File: src/rtl/tfn_pkg.sv
// Shared types and constants for the triangle face normal unit.
package tfn_pkg;
   localparam int CoordWidth  = 24;
   localparam int DiffWidth   = 25;
   localparam int CrossWidth  = 51;
   localparam int DredWidth   = 31;
   localparam int SumWidth    = 64;
   localparam int OutWidth    = 16;
   localparam int MaxFracBits = 30;
   // Search residuals, sized for the widest fraction setting.
   localparam int ResWidth    = 2 * MaxFracBits + 68;

   // Data handed from one search cell to the next.
   typedef struct packed {
      logic                          valid;
      logic                          degenerate;
      logic [2:0]                    neg;
      logic [SumWidth-1:0]           s;
      logic [2:0][31:0]              q;
      logic [2:0][ResWidth-1:0]      h;
      logic [2:0][ResWidth-1:0]      e;
   } cell_data_type;
endpackage

File: src/rtl/tfn_cell.sv
// One bit of the rounded quotient search for all three components.
module tfn_cell #(
   parameter int BIT = 0,
   parameter int FRAC_BITS = 14
) (
   input  logic                   clock,
   input  logic                   reset,
   input  logic                   enable,
   input  tfn_pkg::cell_data_type in_data,
   output tfn_pkg::cell_data_type out_data
);
   // q = largest with (2q-1)^2 * s <= d^2 * 2^(2F+2); bit BIT tried this cell.
   // h = d^2 * 2^(2F+2) - (2q-1)^2 * s + s and e = 2q * s, updated by shifts and adds.
   localparam int LW = 2 * FRAC_BITS + 68;
   localparam int RW = tfn_pkg::ResWidth;
   tfn_pkg::cell_data_type data_ff, data_in;
   logic [31:0] cand;
   logic [LW-1:0] s_w, h_w, e_w, step;

   always_comb begin
      data_in = in_data;
      s_w = LW'(in_data.s);
      for (int i = 0; i < 3; i++) begin
         cand = in_data.q[i] | (32'd1 << BIT);
         h_w = LW'(in_data.h[i]);
         e_w = LW'(in_data.e[i]);
         // growth of (2q-1)^2 * s when bit BIT is set
         step = (e_w << (BIT + 2)) + (s_w << (2 * BIT + 2)) - (s_w << (BIT + 2));
         if (h_w >= step + s_w && cand <= (32'd1 << FRAC_BITS)) begin
            data_in.q[i] = cand;
            data_in.h[i] = RW'(h_w - step);
            data_in.e[i] = RW'(e_w + (s_w << (BIT + 1)));
         end
      end
   end

   always_ff @(posedge clock) begin
      if (reset) data_ff.valid <= 1'b0;
      else if (enable) data_ff.valid <= data_in.valid;
      if (enable) begin
         data_ff.degenerate <= data_in.degenerate;
         data_ff.neg <= data_in.neg;
         data_ff.s <= data_in.s;
         data_ff.q <= data_in.q;
         data_ff.h <= data_in.h;
         data_ff.e <= data_in.e;
      end
   end
   assign out_data = data_ff;
endmodule

File: config.mk
export PLATFORM = sky130hd
export DESIGN_NAME = tfn_cell
export DESIGN_NICKNAME = d
export VERILOG_FILES = /design/src/rtl/tfn_pkg.sv /design/src/rtl/tfn_cell.sv
export SDC_FILE = /design/constraint.sdc
export NUM_CORES = 2
export LEC_CHECK = 0
export BUFFER_PORTS_ARGS = -buffer_cell sky130_fd_sc_hd__buf_2
export CELL_PAD_IN_SITES_DETAIL_PLACEMENT = 0
export CELL_PAD_IN_SITES_GLOBAL_PLACEMENT = 1
export CORE_AREA = 2 2 735 737
export DETAILED_ROUTE_END_ITERATION = 6
export DIE_AREA = 0 0 737 739
export PLACE_DENSITY = 0.42
export REMOVE_ABC_BUFFERS = 1
export SLEW_MARGIN = 10
export SYNTH_ARGS = -nofsm -noshare
export SYNTH_HDL_FRONTEND = slang
export SYNTH_SLANG_ARGS = --single-unit
File: constraint.sdc
create_clock -name clock -period 11.55 [get_ports clock]
set_input_delay 0.5775 -clock clock [delete_from_list [all_inputs] [get_ports clock]]
set_output_delay 0.5775 -clock clock [all_outputs]
set_load 0.1 [all_outputs]
==> results.cfg <==
[synthesis]
syn_area_mm2 = 0.109
synthArstFlopShare_pct = 0
post_synth_inst_count = 12954
synth_top_cell_area_share_pct = 25.6
synth_enable_flop_cells = 932
ys_seq_area_share_pct = 25.6
syn_area_per_cell_um2 = 8.44
ys_types = 113
synth_warnings = 0
ys_ff_latch = 933
synth_area_leaders = edfxtp_1 (26%), ha_1 (19%), a21oi_1 (5.4%), xor2_1 (5.0%), a21o_1 (5.0%)
netlist.top_cell.by_area = edfxtp_1
ys.flop_type = edfxtp_1

[timing]
max_slew_margin_pct = 23.2
rsz0062_at_grt = false
worst_pin_slew_ns = 1.14
clock_skew_ns = 0
hold_slack_ns = 0.0758
fin_crit_ns = 10.86
fin_crit_sh_pct = 94.1
setup_viol = 0
worst_slack_ns = 0.687
final_max_slew_viol_count = 0
fmax_mhz = 92.1
tns_ns = 0
hold_viol = 0

[setup_path]
critPathLaunchType = input pin
worst_path_dominant_cell_family = compound AO/OA/AOI/OAI gates
cpMaxStageDelayCell = or4_1
worst_ep_arrival_time_ns = 11.46
path_buf_inv = 9
path_max_fanout = 51
crit_type = input pin to register
endpoint_kind = register
crit_path_frequent_cell = buf_4
critPathMaxStageDelay_ns = 0.67
required_ns = 12.15

[final_layout]
finish.utilization_pct = 25.8
fin_nets = 17935
largest_reg_flops = 933
finalInstanceArea_mm2 = 0.138
drive_gt1_share_pct = 18.2
fin_cells = 22669
syn_to_final_growth_pct = 26.6

[floorplan]
core_mm2 = 0.536
die_y_um = 739
die-area_mm2 = 0.545
row_count = 269
start_util_pct = 20.4
io_pins = 1869
die_w_um = 737

[routing]
ant_nets = 0
dr.pass1.iters = 6
routed_wl_um = 645000
wl_per_cell_um = 28.5
via_per_inst = 4.74
dr_total_vias = 107506
drtIter0Drc = 6001
drc = 0

[clocking]
clock_latency_ns = 0.87
tritoncts = yes
clk_path_buf_depth = 4
clock-sinks = 933
cts_max_level = 4
cts_setup_buffers = 0
cts_root_buf = clkbuf_16
numCtsBuffers = 144
path_clk_slew_ns = 0.05

[pwr]
combPwrFrac_pct = 66.7
power.leakage_nw = 62.7
power_mw = 26.3
vdd_drop_max_uv = 126
powerDensity_mw_per_mm2 = 190
clkPwrFrac_pct = 17.4
p_seq_share_pct = 15.9
p_sw_mw = 13.6
power.internal_mw = 12.7
switching_share_pct = 51.7

[grt]
grt_max_degree = 129
grt_pass1_wl_um = 877000
grt_antenna_before_repair = 194
grt_usage_pct = 22.7
grt_overflow = 0
grt_pass1_vias = 110676

[placed_design]
dp.cells = 21890
pre_cts_slack_ns = -0.201
place_area_mm2 = 0.129
port_buffers = 1868
dpl.hpwl_um = 561000
gp_congestion = 0.912

[hold_path]
hold_class = input pin to register

[run_status]
outcome = finished, final reports clean

[run]
max_cap_viol_count = 0
[synthesized netlist by cell type (18+ instances only)]
master,instances
a2111oi_0,27
a211o_1,39
a211oi_1,95
a21boi_0,37
a21o_1,723
a21oi_1,1169
a221o_1,25
a221oi_1,41
a31o_2,23
a31oi_1,122
a41oi_1,29
and2_1,163
and3_1,112
and4_1,46
buf_1,18
buf_2,37
clkbuf_1,425
edfxtp_1,932
ha_1,1697
inv_1,598
nand2_1,1433
nand2b_1,117
nand3_1,225
nand3b_1,22
nand4_1,335
nor2_1,662
nor2b_1,126
nor3_1,182
nor3b_1,24
nor4_1,70
o2111ai_1,23
o211ai_1,65
o21a_1,144
o21ai_0,1015
o21ai_1,27
o21bai_1,171
o22ai_1,19
o31a_1,20
o31ai_1,80
or2_2,233
or3_1,60
or4_1,26
xnor2_1,596
xor2_1,627
[per-layer routing]
layer	vias up	GRT usage, %	wire length, um
met5	-	0	473
met4	68	10.1	34700
met3	777	3.71	31100
met2	2559	38.8	305000
met1	51669	27.8	274000
li1	52433	-	-
[path summary, 6_finish.rpt]
check	start	to	slack [ns]	cells past startpoint
min	in_data[690]	out_data[690]	0.08	3
min reg2reg	out_data[932]	out_data[932]	1.03	3
max	in_data[881]	out_data[180]	0.69	47
max reg2reg	out_data[932]	out_data[932]	10.42	3
[cell type report]
cell class                 instances  area (um2)
clock inverter                    76         806
inverter                         601        2260
tap                             7181        8980
multi-input combinational      10939       77400
fill                           59302      397000
timing repair buffer            2674       17000
clock buffer                     178        3840
antenna                           87         218
sequential                       933       28000
[power groups by stage]
stage	Clock [mW]	Combinational [mW]	Sequential [mW]
floorplan	0	10.1	6.09
global placement	0	17.6	4.24
detailed placement	0	17.5	4.24
CTS	4.76	17.7	4.18
global route	4.84	19.3	4.19
finish	4.57	17.5	4.17
[cell usage in the layout, fill, tap and decap left out, types with 596 or more instances in the layout]
master	count
xor2_1	627
buf_2	1867
nand2_1	1433
nor2_1	662
inv_1	598
o21ai_0	1011
a21o_1	723
a21oi_1	1165
ha_1	1697
edfxtp_1	932
xnor2_1	596
[worst min-delay path, stage by stage]
cell and delay, ns:
buf_2 0.13, nand2_1 0.05, o21ai_0 0.06
[cell families (layout without fill, tap and decap cells)]
logic type	after synthesis	count (layout)	share of synthesized area (%)
AOI/OAI and AO/OA	4080	4080	23.5
xor gates and xnor gates	1225	1225	9.83
adders and majority gates	1706	1706	19.6
buffers and inverters	1082	3529	3.76
DFF	933	933	25.6
muxes	27	27	0.262
other	0	87	0
and+or+nand+nor	3901	3901	17.5
[repair_timing]
| action | CTS | global route |
|---|---|---|
| gates resized for setup | 0 | 9 |
| hold endpoints to repair | 436 | 0 |
| hold buffers | 437 | 0 |
| endpoints found under the setup margin | 0 | 130 |
No activity file was read; power rests on OpenSTA's default activity.
